==> src/sqb_pkg.sv <==
`default_nettype none
package sqb_pkg;

    localparam int BatchVerticesDefault = 1024;
    localparam int TextureSlotsDefault  = 4;

    localparam logic [1:0] MODE_IMAGE    = 2'd0;
    localparam logic [1:0] MODE_FILL     = 2'd1;
    localparam logic [1:0] MODE_FLUSH    = 2'd2;
    localparam logic [1:0] MODE_RESERVED = 2'd3;

    localparam logic [2:0] REG_ORIGIN_X = 3'd0;
    localparam logic [2:0] REG_ORIGIN_Y = 3'd1;
    localparam logic [2:0] REG_XAXIS_X  = 3'd2;
    localparam logic [2:0] REG_XAXIS_Y  = 3'd3;
    localparam logic [2:0] REG_YAXIS_X  = 3'd4;
    localparam logic [2:0] REG_YAXIS_Y  = 3'd5;
    localparam logic [2:0] REG_LIMIT    = 3'd6;

    localparam logic [2:0]  UNTEXTURED_SLOT = 3'd4;
    localparam logic [17:0] TEX_MAX         = 18'h3FFFF;

    typedef struct packed {
        logic [1:0]         mode;
        logic [15:0]        texture_id;
        logic [31:0]        texture_size;
        logic signed [31:0] dest_left;
        logic signed [31:0] dest_top;
        logic signed [31:0] dest_right;
        logic signed [31:0] dest_bottom;
        logic [15:0]        pix_left;
        logic [15:0]        pix_top;
        logic [15:0]        pix_right;
        logic [15:0]        pix_bottom;
        logic [31:0]        color_rgba;
    } in_item_t;

    typedef struct packed {
        logic signed [31:0] pos_x;
        logic signed [31:0] pos_y;
        logic [31:0]        vertex_color;
        logic [17:0]        tex_s;
        logic [17:0]        tex_t;
        logic [2:0]         tex_slot;
        logic               slot_loaded;
        logic               batch_start;
        logic               marker_only;
        logic               last;
    } out_item_t;

    // classified command handed from front to back
    typedef struct packed {
        logic               flush;
        logic               textured;
        logic               fresh;
        logic               loaded;
        logic [2:0]         slot;
        logic [31:0]        size;
        logic signed [31:0] dest_left;
        logic signed [31:0] dest_top;
        logic signed [31:0] dest_right;
        logic signed [31:0] dest_bottom;
        logic [15:0]        pix_left;
        logic [15:0]        pix_top;
        logic [15:0]        pix_right;
        logic [15:0]        pix_bottom;
        logic [31:0]        color_rgba;
    } cmd_t;

endpackage
`default_nettype wire

==> src/sqb_front.sv <==
`default_nettype none
module sqb_front
    import sqb_pkg::*;
#(
    parameter int BATCH_VERTICES = BatchVerticesDefault,
    parameter int TEXTURE_SLOTS  = TextureSlotsDefault
)
(
    input  wire logic     clk,
    input  wire logic     rst_n,
    input  wire logic     in_valid,
    output logic          in_stall,
    input  wire in_item_t in_item,
    input  wire logic [2:0] limit,
    output logic          cmd_valid,
    input  wire logic     cmd_stall,
    output cmd_t          cmd
);
    localparam int VW = $clog2(BATCH_VERTICES + 1);
    localparam int SW = $clog2(TEXTURE_SLOTS + 1);
    localparam int IW = (TEXTURE_SLOTS > 1) ? $clog2(TEXTURE_SLOTS) : 1;

    logic [VW-1:0] vcount_reg, vcount_next;
    logic [SW-1:0] scount_reg, scount_next;
    logic [15:0]   tex_mem [TEXTURE_SLOTS];
    logic [31:0]   size_mem [TEXTURE_SLOTS];

    logic          fresh, found, hit, bind_new, accept;
    logic [IW-1:0] hit_idx, slot_idx;
    logic [SW-1:0] lim;
    logic [31:0]   slot_sz;

    assign in_stall = cmd_valid && cmd_stall;
    assign accept   = in_valid && !in_stall;

    always_comb
    begin
        lim = SW'(limit);
        if (limit == 3'd0)
            lim = SW'(1);
        else if (32'(limit) > TEXTURE_SLOTS)
            lim = SW'(TEXTURE_SLOTS);
    end

    always_comb
    begin
        hit     = 1'b0;
        hit_idx = '0;
        for (int i = TEXTURE_SLOTS - 1; i >= 0; i--)
        begin
            if (32'(i) < 32'(scount_reg) && tex_mem[i] == in_item.texture_id)
            begin
                hit     = 1'b1;
                hit_idx = IW'(i);
            end
        end
    end

    always_comb
    begin
        fresh = (vcount_reg == '0) ||
                (32'(vcount_reg) + 32'd6 > BATCH_VERTICES);
        bind_new = !hit && (scount_reg < lim);
        found    = hit || bind_new;
        if (in_item.mode == MODE_IMAGE && (fresh || !found))
            fresh = 1'b1;
        slot_idx = hit ? hit_idx : IW'(scount_reg);
        if (fresh)
            slot_idx = '0;
        slot_sz = (hit && !fresh) ? size_mem[hit_idx] : in_item.texture_size;
    end

    always_comb
    begin
        vcount_next = vcount_reg;
        scount_next = scount_reg;
        case (in_item.mode)
            MODE_FLUSH:
            begin
                vcount_next = '0;
                scount_next = (vcount_reg != '0) ? '0 : scount_reg;
            end
            MODE_IMAGE:
            begin
                vcount_next = fresh ? VW'(6) : vcount_reg + VW'(6);
                if (fresh)
                    scount_next = SW'(1);
                else if (bind_new)
                    scount_next = scount_reg + SW'(1);
            end
            MODE_FILL:
            begin
                vcount_next = fresh ? VW'(6) : vcount_reg + VW'(6);
                if (fresh)
                    scount_next = '0;
            end
            default: ;
        endcase
    end

    always_ff @(posedge clk or negedge rst_n)
    begin
        if (!rst_n)
        begin
            vcount_reg <= '0;
            scount_reg <= '0;
            cmd_valid  <= 1'b0;
        end
        else
        begin
            if (accept && in_item.mode != MODE_RESERVED)
            begin
                vcount_reg <= vcount_next;
                scount_reg <= scount_next;
                cmd_valid  <= 1'b1;
            end
            else if (cmd_valid && !cmd_stall)
                cmd_valid <= 1'b0;
        end
    end

    always_ff @(posedge clk)
    begin
        if (accept && in_item.mode == MODE_IMAGE && (fresh || bind_new))
        begin
            tex_mem[slot_idx]  <= in_item.texture_id;
            size_mem[slot_idx] <= in_item.texture_size;
        end
        if (accept && in_item.mode != MODE_RESERVED)
        begin
            cmd.flush       <= (in_item.mode == MODE_FLUSH);
            cmd.textured    <= (in_item.mode == MODE_IMAGE);
            cmd.fresh       <= fresh;
            cmd.loaded      <= (in_item.mode == MODE_IMAGE) && (fresh || bind_new);
            cmd.slot        <= (in_item.mode == MODE_IMAGE) ? 3'(slot_idx) : UNTEXTURED_SLOT;
            cmd.size        <= slot_sz;
            cmd.dest_left   <= in_item.dest_left;
            cmd.dest_top    <= in_item.dest_top;
            cmd.dest_right  <= in_item.dest_right;
            cmd.dest_bottom <= in_item.dest_bottom;
            cmd.pix_left    <= in_item.pix_left;
            cmd.pix_top     <= in_item.pix_top;
            cmd.pix_right   <= in_item.pix_right;
            cmd.pix_bottom  <= in_item.pix_bottom;
            cmd.color_rgba  <= in_item.color_rgba;
        end
    end
endmodule
`default_nettype wire

==> src/sqb_div.sv <==
`default_nettype none
module sqb_div
    import sqb_pkg::*;
(
    input  wire logic        clk,
    input  wire logic        rst_n,
    input  wire logic        start,
    input  wire logic [15:0] num,
    input  wire logic [15:0] den,
    output logic             busy,
    output logic [17:0]      quo
);
    // restoring division of num<<16 by den, one quotient bit per cycle
    logic [5:0]  cnt_reg;
    logic [31:0] dvd_reg;
    logic [16:0] rem_reg;
    logic [31:0] q_reg;
    logic [15:0] den_reg;
    logic [16:0] trial;

    assign busy  = (cnt_reg != 6'd0);
    assign trial = {rem_reg[15:0], dvd_reg[31]};

    always_comb
    begin
        if (den_reg == 16'd0 || q_reg[31:18] != 14'd0)
            quo = TEX_MAX;
        else
            quo = q_reg[17:0];
    end

    always_ff @(posedge clk or negedge rst_n)
    begin
        if (!rst_n)
            cnt_reg <= 6'd0;
        else if (start)
            cnt_reg <= 6'd32;
        else if (busy)
            cnt_reg <= cnt_reg - 6'd1;
    end

    always_ff @(posedge clk)
    begin
        if (start)
        begin
            dvd_reg <= {num, 16'd0};
            rem_reg <= '0;
            q_reg   <= '0;
            den_reg <= den;
        end
        else if (busy)
        begin
            dvd_reg <= {dvd_reg[30:0], 1'b0};
            if (trial >= {1'b0, den_reg})
            begin
                rem_reg <= trial - {1'b0, den_reg};
                q_reg   <= {q_reg[30:0], 1'b1};
            end
            else
            begin
                rem_reg <= trial;
                q_reg   <= {q_reg[30:0], 1'b0};
            end
        end
    end
endmodule
`default_nettype wire

==> src/sqb_back.sv <==
`default_nettype none
module sqb_back
    import sqb_pkg::*;
(
    input  wire logic        clk,
    input  wire logic        rst_n,
    input  wire logic        cmd_valid,
    output logic             cmd_stall,
    input  wire cmd_t        cmd,
    input  wire logic [31:0] origin_x,
    input  wire logic [31:0] origin_y,
    input  wire logic [31:0] xaxis_x,
    input  wire logic [31:0] xaxis_y,
    input  wire logic [31:0] yaxis_x,
    input  wire logic [31:0] yaxis_y,
    output logic             out_valid,
    input  wire logic        out_stall,
    output out_item_t        out_item
);
    localparam logic [2:0] ST_IDLE = 3'd0;
    localparam logic [2:0] ST_DIV  = 3'd1;
    localparam logic [2:0] ST_MUL  = 3'd2;
    localparam logic [2:0] ST_SUM  = 3'd3;
    localparam logic [2:0] ST_OUT  = 3'd4;

    logic [2:0]  state_reg;
    cmd_t        c_reg;
    logic [1:0]  div_idx_reg;
    logic        div_go_reg, div_go_next;
    logic [17:0] s0_reg, s1_reg, t0_reg, t1_reg;
    logic [2:0]  k_reg;
    logic [1:0]  m_reg;
    logic signed [63:0] p_reg [4];
    logic signed [65:0] acc_x_reg, acc_y_reg;

    logic [15:0] dnum, dden;
    logic        dbusy;
    logic [17:0] dquo;
    logic signed [31:0] cx, cy, ma, mb;
    logic signed [63:0] prod;
    logic signed [65:0] sx, sy;
    logic signed [31:0] px, py;
    logic        left, top;
    logic        emit;

    sqb_div u_div (
        .clk   (clk),
        .rst_n (rst_n),
        .start (div_go_reg),
        .num   (dnum),
        .den   (dden),
        .busy  (dbusy),
        .quo   (dquo)
    );

    always_comb
    begin
        case (div_idx_reg)
            2'd0:    begin dnum = c_reg.pix_left;   dden = c_reg.size[15:0];  end
            2'd1:    begin dnum = c_reg.pix_right;  dden = c_reg.size[15:0];  end
            2'd2:    begin dnum = c_reg.pix_top;    dden = c_reg.size[31:16]; end
            default: begin dnum = c_reg.pix_bottom; dden = c_reg.size[31:16]; end
        endcase
    end

    always_comb
    begin
        case (k_reg)
            3'd0:    begin left = 1'b1; top = 1'b1; end
            3'd1:    begin left = 1'b0; top = 1'b1; end
            3'd2:    begin left = 1'b1; top = 1'b0; end
            3'd3:    begin left = 1'b0; top = 1'b1; end
            3'd4:    begin left = 1'b0; top = 1'b0; end
            default: begin left = 1'b1; top = 1'b0; end
        endcase
        cx = left ? c_reg.dest_left : c_reg.dest_right;
        cy = top ? c_reg.dest_top : c_reg.dest_bottom;
        case (m_reg)
            2'd0:    begin ma = xaxis_x; mb = cx; end
            2'd1:    begin ma = yaxis_x; mb = cy; end
            2'd2:    begin ma = xaxis_y; mb = cx; end
            default: begin ma = yaxis_y; mb = cy; end
        endcase
        prod = ma * mb;
        // floor of the exact sum equals floor of the full-precision total
        sx = {{18{origin_x[31]}}, origin_x, 16'd0}
           + {{2{p_reg[0][63]}}, p_reg[0]} + {{2{p_reg[1][63]}}, p_reg[1]};
        sy = {{18{origin_y[31]}}, origin_y, 16'd0}
           + {{2{p_reg[2][63]}}, p_reg[2]} + {{2{p_reg[3][63]}}, p_reg[3]};
    end

    function automatic logic [31:0] sat(input logic signed [65:0] v);
        if (v[65] && !(&v[65:47]))
            sat = 32'h8000_0000;
        else if (!v[65] && (|v[64:47]))
            sat = 32'h7FFF_FFFF;
        else
            sat = v[47:16];
    endfunction

    assign px = sat(acc_x_reg);
    assign py = sat(acc_y_reg);
    assign cmd_stall = (state_reg != ST_IDLE);
    assign emit = (state_reg == ST_OUT) && (!out_valid || !out_stall);
    assign div_go_next =
        (state_reg == ST_IDLE && cmd_valid && !cmd.flush && cmd.textured) ||
        (state_reg == ST_DIV && !dbusy && !div_go_reg && div_idx_reg != 2'd3);

    always_ff @(posedge clk or negedge rst_n)
    begin
        if (!rst_n)
        begin
            state_reg   <= ST_IDLE;
            out_valid   <= 1'b0;
            div_go_reg  <= 1'b0;
            div_idx_reg <= '0;
            k_reg       <= '0;
            m_reg       <= '0;
        end
        else
        begin
            div_go_reg <= div_go_next;
            if (emit)
                out_valid <= 1'b1;
            else if (out_valid && !out_stall)
                out_valid <= 1'b0;
            case (state_reg)
                ST_IDLE:
                begin
                    if (cmd_valid)
                    begin
                        k_reg <= '0;
                        m_reg <= '0;
                        if (cmd.flush)
                            state_reg <= ST_OUT;
                        else if (cmd.textured)
                        begin
                            div_idx_reg <= '0;
                            state_reg   <= ST_DIV;
                        end
                        else
                            state_reg <= ST_MUL;
                    end
                end
                ST_DIV:
                begin
                    if (!dbusy && !div_go_reg)
                    begin
                        div_idx_reg <= div_idx_reg + 2'd1;
                        if (div_idx_reg == 2'd3)
                            state_reg <= ST_MUL;
                    end
                end
                ST_MUL:
                begin
                    m_reg <= m_reg + 2'd1;
                    if (m_reg == 2'd3)
                        state_reg <= ST_SUM;
                end
                ST_SUM:
                    state_reg <= ST_OUT;
                ST_OUT:
                begin
                    if (emit)
                    begin
                        if (c_reg.flush || k_reg == 3'd5)
                            state_reg <= ST_IDLE;
                        else
                        begin
                            k_reg     <= k_reg + 3'd1;
                            state_reg <= ST_MUL;
                        end
                    end
                end
                default:
                    state_reg <= ST_IDLE;
            endcase
        end
    end

    always_ff @(posedge clk)
    begin
        if (state_reg == ST_IDLE && cmd_valid)
        begin
            c_reg  <= cmd;
            s0_reg <= '0;
            s1_reg <= '0;
            t0_reg <= '0;
            t1_reg <= '0;
        end
        if (state_reg == ST_DIV && !dbusy && !div_go_reg)
        begin
            case (div_idx_reg)
                2'd0:    s0_reg <= dquo;
                2'd1:    s1_reg <= dquo;
                2'd2:    t0_reg <= dquo;
                default: t1_reg <= dquo;
            endcase
        end
        if (state_reg == ST_MUL)
            p_reg[m_reg] <= prod;
        if (state_reg == ST_SUM)
        begin
            acc_x_reg <= sx;
            acc_y_reg <= sy;
        end
        if (emit)
        begin
            if (c_reg.flush)
            begin
                out_item.pos_x        <= '0;
                out_item.pos_y        <= '0;
                out_item.vertex_color <= '0;
                out_item.tex_s        <= '0;
                out_item.tex_t        <= '0;
                out_item.tex_slot     <= UNTEXTURED_SLOT;
                out_item.slot_loaded  <= 1'b0;
                out_item.batch_start  <= 1'b0;
                out_item.marker_only  <= 1'b1;
                out_item.last         <= 1'b1;
            end
            else
            begin
                out_item.pos_x        <= px;
                out_item.pos_y        <= py;
                out_item.vertex_color <= c_reg.color_rgba;
                out_item.tex_s        <= left ? s0_reg : s1_reg;
                out_item.tex_t        <= top ? t0_reg : t1_reg;
                out_item.tex_slot     <= c_reg.slot;
                out_item.slot_loaded  <= c_reg.loaded;
                out_item.batch_start  <= c_reg.fresh && (k_reg == 3'd0);
                out_item.marker_only  <= 1'b0;
                out_item.last         <= (k_reg == 3'd5);
            end
        end
    end
endmodule
`default_nettype wire

==> src/sprite_quad_batch_setup_core.sv <==
`default_nettype none
// Turns image, fill and flush commands into vertex beats: six per rectangle,
// one marker beat per flush. A textured rectangle first runs four 32-step
// serial divisions for the texture coordinates; each vertex then takes four
// products on the shared multiplier, one sum and one output step. A fill
// skips the divisions, and a flush goes straight to its output; output stalls
// hold the back. The front keeps the slot table and batch count and takes
// the next command while the back works.
module sprite_quad_batch_setup_core
    import sqb_pkg::*;
#(
    parameter int BATCH_VERTICES = BatchVerticesDefault,
    parameter int TEXTURE_SLOTS  = TextureSlotsDefault
)
(
    input  wire logic        clk,
    input  wire logic        rst_n,
    input  wire logic        in_valid,
    output logic             in_stall,
    input  wire in_item_t    in_item,
    output logic             out_valid,
    input  wire logic        out_stall,
    output out_item_t        out_item,
    input  wire logic        cfg_we,
    input  wire logic [2:0]  cfg_index,
    input  wire logic [31:0] cfg_data
);
    logic [31:0] origin_x_reg, origin_y_reg, xaxis_x_reg, xaxis_y_reg;
    logic [31:0] yaxis_x_reg, yaxis_y_reg;
    logic [2:0]  limit_reg;
    logic        cmd_valid, cmd_stall;
    cmd_t        cmd;

    always_ff @(posedge clk or negedge rst_n)
    begin
        if (!rst_n)
        begin
            origin_x_reg <= '0;
            origin_y_reg <= '0;
            xaxis_x_reg  <= 32'h0001_0000;
            xaxis_y_reg  <= '0;
            yaxis_x_reg  <= '0;
            yaxis_y_reg  <= 32'h0001_0000;
            limit_reg    <= 3'd4;
        end
        else if (cfg_we)
        begin
            case (cfg_index)
                REG_ORIGIN_X: origin_x_reg <= cfg_data;
                REG_ORIGIN_Y: origin_y_reg <= cfg_data;
                REG_XAXIS_X:  xaxis_x_reg  <= cfg_data;
                REG_XAXIS_Y:  xaxis_y_reg  <= cfg_data;
                REG_YAXIS_X:  yaxis_x_reg  <= cfg_data;
                REG_YAXIS_Y:  yaxis_y_reg  <= cfg_data;
                REG_LIMIT:    limit_reg    <= cfg_data[2:0];
                default: ;
            endcase
        end
    end

    sqb_front #(
        .BATCH_VERTICES (BATCH_VERTICES),
        .TEXTURE_SLOTS  (TEXTURE_SLOTS)
    ) u_front (
        .clk       (clk),
        .rst_n     (rst_n),
        .in_valid  (in_valid),
        .in_stall  (in_stall),
        .in_item   (in_item),
        .limit     (limit_reg),
        .cmd_valid (cmd_valid),
        .cmd_stall (cmd_stall),
        .cmd       (cmd)
    );

    sqb_back u_back (
        .clk       (clk),
        .rst_n     (rst_n),
        .cmd_valid (cmd_valid),
        .cmd_stall (cmd_stall),
        .cmd       (cmd),
        .origin_x  (origin_x_reg),
        .origin_y  (origin_y_reg),
        .xaxis_x   (xaxis_x_reg),
        .xaxis_y   (xaxis_y_reg),
        .yaxis_x   (yaxis_x_reg),
        .yaxis_y   (yaxis_y_reg),
        .out_valid (out_valid),
        .out_stall (out_stall),
        .out_item  (out_item)
    );
endmodule
`default_nettype wire

==> config.mk <==
export PLATFORM = sky130hd
export DESIGN_NAME = sprite_quad_batch_setup_core
export DESIGN_NICKNAME = d
export VERILOG_FILES = /design/src/sqb_pkg.sv /design/src/sqb_front.sv /design/src/sqb_div.sv /design/src/sqb_back.sv /design/src/sprite_quad_batch_setup_core.sv
export SDC_FILE = /design/constraint.sdc
export NUM_CORES = 2
export LEC_CHECK = 0
export ABC_AREA = 1
export BUFFER_PORTS_ARGS = -buffer_cell sky130_fd_sc_hd__clkbuf_2
export CAP_MARGIN = 15
export CORE_MARGIN = 2
export CORE_UTILIZATION = 50
export DETAILED_ROUTE_END_ITERATION = 12
export HOLD_SLACK_MARGIN = 0.03
export PLACE_DENSITY = 0.69
export REMOVE_ABC_BUFFERS = 1
export SLEW_MARGIN = 20
export SYNTH_ARGS = -nofsm -noshare
export SYNTH_HDL_FRONTEND = slang
export SYNTH_HIERARCHICAL = 1
export SYNTH_SLANG_ARGS = --single-unit
==> constraint.sdc <==
create_clock -name clk -period 15.9 [get_ports clk]
set_clock_uncertainty 0.05 [all_clocks]
set_input_delay 3.975 -clock clk [delete_from_list [all_inputs] [get_ports clk]]
set_output_delay 3.975 -clock clk [all_outputs]
set_load 0.005 [all_outputs]
Yosys cells after proc, flatten, opt, wreduce, memory -nomap -nowiden
Memories as Yosys holds them, arrays and structs flattened.
Cells that the tools add are included.
- logic and storage cells: 311
- memories kept: 3
- bits in writable memories: 448
- register bits after elaboration: 1176
- memories (name ; depth ; width ; read ports ; clocked after Yosys merged registers in ; wr ports ; line ; text):
    u_back.p_reg ; 4 ; 64 ; 4 ; 0 ; 1 ; sqb_back.sv:33 ; logic signed [63:0] p_reg [4];
    u_front.size_mem ; 4 ; 32 ; 1 ; 0 ; 1 ; sqb_front.sv:26 ; logic [31:0] size_mem [TEXTURE_SLOTS];
    u_front.tex_mem ; 4 ; 16 ; 4 ; 0 ; 1 ; sqb_front.sv:25 ; logic [15:0] tex_mem [TEXTURE_SLOTS];
- eq/ne operators: 39
- reduce and logical (&&, ||, !) cells: 96
- $lt $le $gt $ge: 8
- multipliers: 1
- multiplexer cells: 83
- add/subtract/negate cells: 12
- operators by type and width (operator ; count):
    32-bit two-way mux ; 10
    18-bit two-way mux ; 15
    66-bit adder ; 2
    48-bit by 64-bit adder with 65-bit output ; 2
    32-bit case mux with 3 select lines ; 1
    16-bit equality test ; 4
    32-bit by 32-bit multiplier with 64-bit output ; 1
    3-bit two-way mux ; 16
    16-bit case mux with 3 select lines ; 1
    19-bit AND reduction ; 2
    18-bit OR reduction ; 2
    32-bit by 11-bit > comparator with 1-bit output (second input constant) ; 1
    16-bit two-way mux ; 2
    1-bit logical AND ; 28
    2-bit two-way mux ; 14
    11-bit case mux with 2 select lines ; 1
    3-bit equality test (second input constant) ; 6
    2-bit AND reduction ; 9
    17-bit by 16-bit greater-or-equal comparator with 1-bit output ; 1
    16-bit zero test ; 1
    16-bit subtractor ; 1
    3-bit by 2-bit equality test with 1-bit output (second input constant) ; 5
    1-bit two-way mux ; 15
    3-bit case mux with 5 select lines ; 1
    other kinds (34) ; 98

Logic depth before layout (Yosys ltp)
An unclocked memory read counts as a cell.
- depth in word-level cells: 18
- depth in mapped cells: 40

Modules after synthesis
Netlist, hierarchy kept.
- modules (own cells, without submodules) (module ; area each (um^2) ; times used ; sequential area each (um^2) ; cells each):
    sqb_back ; 80832.5 ; 1 ; 24473.5 ; 8980
    sqb_front ; 17533.1 ; 1 ; 14013.4 ; 1242
    sprite_quad_batch_setup_core ; 7586.0 ; 1 ; 4883.4 ; 855
    sqb_div ; 4430.5 ; 1 ; 2072.0 ; 578

Worst setup path after synthesis
No wires, ideal clock.
- kind: input port to flip-flop
- start point: input in_valid
- end point: register u_front.vcount_reg[10]
- setup slack: -3.395 ns
- setup time: 0.135 ns
- buffers on the path: 0
- data arrival time: 19.110 ns
- stages: 5
- data required time: 15.715 ns
- cell sequence: nand2_1 -> a21oi_1 -> inv_1 -> nand2_1 -> o21ai_2
- longest elaborated chain between the ends: 3
- RTL lines (what ; line ; text):
    start: declaration ; sprite_quad_batch_setup_core.sv:18 ; input wire logic in_valid,
    1-bit logical AND ; sqb_front.sv:34 ; assign accept = in_valid && !in_stall;
    1-bit logical AND ; sqb_front.sv:111 ; if (accept && in_item.mode != MODE_RESERVED)
    2-bit AND reduction (no source line) ; n/a ;
    end signal: assignment ; sqb_front.sv:113 ; vcount_reg <= vcount_next;
    end: declaration ; sqb_front.sv:23 ; logic [VW-1:0] vcount_reg, vcount_next;
No other way between the ends.
A chain may end at the register's enable or synchronous reset.

Worst setup path after layout
- start point: register u_back.k_reg[0]
- end point: memory u_back.p_reg[0][44] (data pin)
- longest elaborated chain between the ends: 6
- elaborated cells between the ends (all ways): 11
- classes of those cells: 1 x mul; 3 x eq/ne; 4 x mux; 3 x reduce/logical
- RTL lines (what ; line ; text):
    start: declaration ; sqb_back.sv:31 ; logic [2:0] k_reg;
    start signal: assignment ; sqb_back.sv:170 ; k_reg <= k_reg + 3'd1;
    3-bit by 1-bit equality test with 1-bit output (tied with other cells) ; sqb_back.sv:68 ; case (k_reg)
    3-bit OR reduction (no source line) ; n/a ;
    1-bit two-way mux ; sqb_back.sv:68 ;
    32-bit two-way mux ; sqb_back.sv:77 ; cy = top ? c_reg.dest_top : c_reg.dest_bottom;
    32-bit two-way mux * ; sqb_back.sv:78 ; case (m_reg)
    32-bit by 32-bit multiplier with 64-bit output * ; sqb_back.sv:84 ; prod = ma * mb;
    via u_back.prod[44] ; sqb_back.sv:40 ; logic signed [63:0] prod;
    end: declaration ; sqb_back.sv:33 ;
Mark *: on every way through the listed nets, which the timed path passes. The rest lies on a longest branch.

==> impl_metrics.py <==
metrics = {
    "timing": {
        "finalCritPeriodShare_pct": 74.7,
        "tightestPinTransition_ps": 1230,
        "max_freq_ghz": 0.0841,
        "holdWs_ps": 309,
        "hold_violations": 0,
        "relSlewSlack_pct": 17.8,
        "worst_slack_ps": 4020,
        "setup_viol": 0,
        "rsz0062_at_grt": "no",
        "finalMaxSlewViolations": 0,
        "layout_min_cycle_time_ps": 11880,
    },
    "logic_synthesis": {
        "synth.avg_cell_area_um2": 9.47,
        "seq_area_frac_synth_pct": 41.2,
        "synth_top_cell_area_share_pct": 33.8,
        "synth_top_cell_by_area": "edfxtp_1",
        "synthTopCellsByArea": "edfxtp_1, fa_1, nand2_1, inv_1, dfrtp_1",
        "yosysUniqueCellTypes": 62,
        "syn_inst": 11655,
        "synth_area_mm2": 0.110,
        "ys_async_sr_fraction_pct": 14.3,
        "synth_edf_count": 1244,
        "ys_warn_count": 6,
        "synth_seq_cells": 1591,
        "synth-main-ff-cell": "edfxtp_1",
    },
    "route": {
        "via_per_inst": 5.59,
        "firstDrtPassIters": 8,
        "antenna_left": 0,
        "wl_per_cell_um": 24.7,
        "drt_iter0_markers": 8028,
        "route.vias.total": 84423,
        "wirelength_um": 373000,
        "drc": 0,
    },
    "layout": {
        "areaGrowthSynthToFinish_pct": 9.91,
        "nets": 13913,
        "fillers": 19368,
        "largest_reg_flops": 263,
        "fin_util_pct": 55.3,
        "drive_gt1_share_pct": 8.79,
        "final_area_mm2": 0.121,
    },
    "grt": {
        "grt_max_degree": 93,
        "grt.overflow.total": 0,
        "grtUsageTotal_pct": 33.2,
        "antenna_found_initial": 36,
        "grt_pass1_wl_um": 547000,
        "grt_pass1_vias": 85669,
    },
    "place": {
        "hpwl_um": 292000,
        "place.gp.congestion": 1.04,
        "dp_slack_ps": 4010,
        "placed_cell_area_mm2": 0.116,
        "io_buffers": 454,
    },
    "hold_path": {
        "min-delay-start": "u_front/cmd[154]$_DFFE_PP_",
        "hold_class": "flip-flop to flip-flop",
        "min_delay_path_depth": 0,
        "hold_end": "u_back/c_reg[154]$_DFFE_PP_",
    },
    "critical_path": {
        "cp_slowest_cell": "xor2_1",
        "cp_data_arrival_time_ps": 12300,
        "cp.required_ps": 16320,
        "reg2reg_from": "u_back/k_reg[0]$_DFFE_PN0P_",
        "worstSetupPathType": "flip-flop to flip-flop",
        "start_kind": "flip-flop",
        "cp_common_cell": "fa_1",
        "crit_path_max_incr_delay_ps": 940,
        "r2r_slack_ps": 4020,
        "rr_worst_depth": 31,
        "cp_max_fo": 51,
        "end_kind": "flip-flop",
        "r2r-end": "u_back/p_reg[0][44]$_DFFE_PP_",
    },
    "clocking": {
        "cts_resized": 0,
        "htreeDepth": 4,
        "cts_root_buf": "clkbuf_16",
        "cts_inserted_buffers": 165,
        "clk_latency_ps": 860,
        "cts_buffer_depth": 3,
        "post_cts_buffers": 0,
        "path_clk_slew_ps": 60,
        "cts_sinks": 1591,
        "cts_tree": "done",
        "cts_hold_buf": 0,
    },
    "floorplanning": {
        "fp.dieW_um": 474,
        "coreArea_mm2": 0.220,
        "start_util_pct": 50.3,
        "rows": 172,
        "boundaryPins": 455,
        "dieArea_mm2": 0.225,
        "die_h_um": 474,
    },
    "run": {
        "max_cap_violations": 0,
    },
    "outcome": {
        "status": "complete, no violations",
    },
}
## layout by cell type, fill, tap and decap left out, types with 326 or more instances in the layout
master,netlist,layout
inv_1,1864,1858
nand2_1,2777,2773
a21oi_1,451,449
nor2_1,1298,1285
clkbuf_2,1,453
edfxtp_1,1244,1244
nand3_1,686,685
ha_1,407,407
o21ai_0,328,326
fa_1,1132,1131
## through the flow
stage	std cells	setup TNS [ps]
2_1_floorplan	11312	-803360
3_3_place_gp	14764	0
3_5_place_dp	14764	0
4_1_cts	15070	0
5_1_grt	15095	0
6_report	15101	0
## worst max-delay path: cells and delay by family, from the launching register on
kind	cells	cell delay [ps]
buffers and inverters	9	2560
adders and majority gates	11	4940
AOI/OAI and AO/OA	3	900
DFF	1	420
xor gates and xnor gates	1	940
and+or+nand+nor	7	1600
## cell usage after synthesis, drive strengths merged, types with 24 or more instances
library cell / number
dfxtp: 120
o21bai: 35
nor2: 1326
a31oi: 29
nor4: 31
buf: 288
a22o: 32
fa: 1132
nand4: 67
nor3: 68
o21ai: 358
nand2: 2827
dfrtp: 224
a21oi: 453
edfxtp: 1244
a21o: 24
inv: 1915
clkbuf: 55
o22ai: 69
nand3: 695
xnor2: 29
ha: 407
xor2: 131
## layout make-up
type	count	area, µm²	share of cell area (%)
multi-input combinational	7798	56100	46.2
sequential	1591	45400	37.5
inverter	1923	7220	5.95
clock buffer	201	4350	3.59
tap	2871	3590	2.96
timing repair buffer	581	3240	2.67
clock inverter	105	1290	1.07
antenna	31	77.6	0.0639
## metal layers
| layer | part of all wire, % | vias to the layer above | global-route usage (%) | routed length, µm |
|---|---|---|---|---|
| met5 | 0.010 | - | 0 | 38 |
| met4 | 5.6 | 6 | 16.9 | 21000 |
| met3 | 9.7 | 871 | 7.88 | 36200 |
| met2 | 46 | 4230 | 52.2 | 170000 |
| met1 | 39 | 41566 | 43.1 | 146000 |
| li1 | - | 37750 | - | - |
## worst max-delay path by stage
stage / startpoint / endpoint / slack, ps / cells past startpoint
6_report: u_back/k_reg[0]$_DFFE_PN0P_ / u_back/p_reg[0][44]$_DFFE_PP_ / 4020 / 31
5_1_grt: u_back/k_reg[0]$_DFFE_PN0P_ / u_back/p_reg[3][48]$_DFFE_PP_ / 3600 / 30
4_1_cts: u_back/k_reg[0]$_DFFE_PN0P_ / u_back/p_reg[3][45]$_DFFE_PP_ / 4000 / 34
3_5_place_dp: u_back/k_reg[0]$_DFFE_PN0P_ / u_back/p_reg[2][45]$_DFFE_PP_ / 4010 / 34
3_3_place_gp: u_back/k_reg[0]$_DFFE_PN0P_ / u_back/p_reg[2][48]$_DFFE_PP_ / 3810 / 30
2_1_floorplan: u_back/state_reg[2]$_DFFE_PN0P_ / u_back/k_reg[2]$_DFFE_PN0P_ / -3460 / 9
## kinds of logic after synthesis
kind of cell | share of synthesized area, %
adder cells (fa/ha/maj) | 25.1
multiplexers | 0.163
AND/OR/NAND/NOR | 18.7
AO/OA/AOI/OAI | 5.33
buffers and inverters | 8.23
XOR/XNOR | 1.27
flip-flops | 41.2
Power is not shown: default switching activity piles up to over one toggle a cycle in this logic, so the estimate is an artifact.
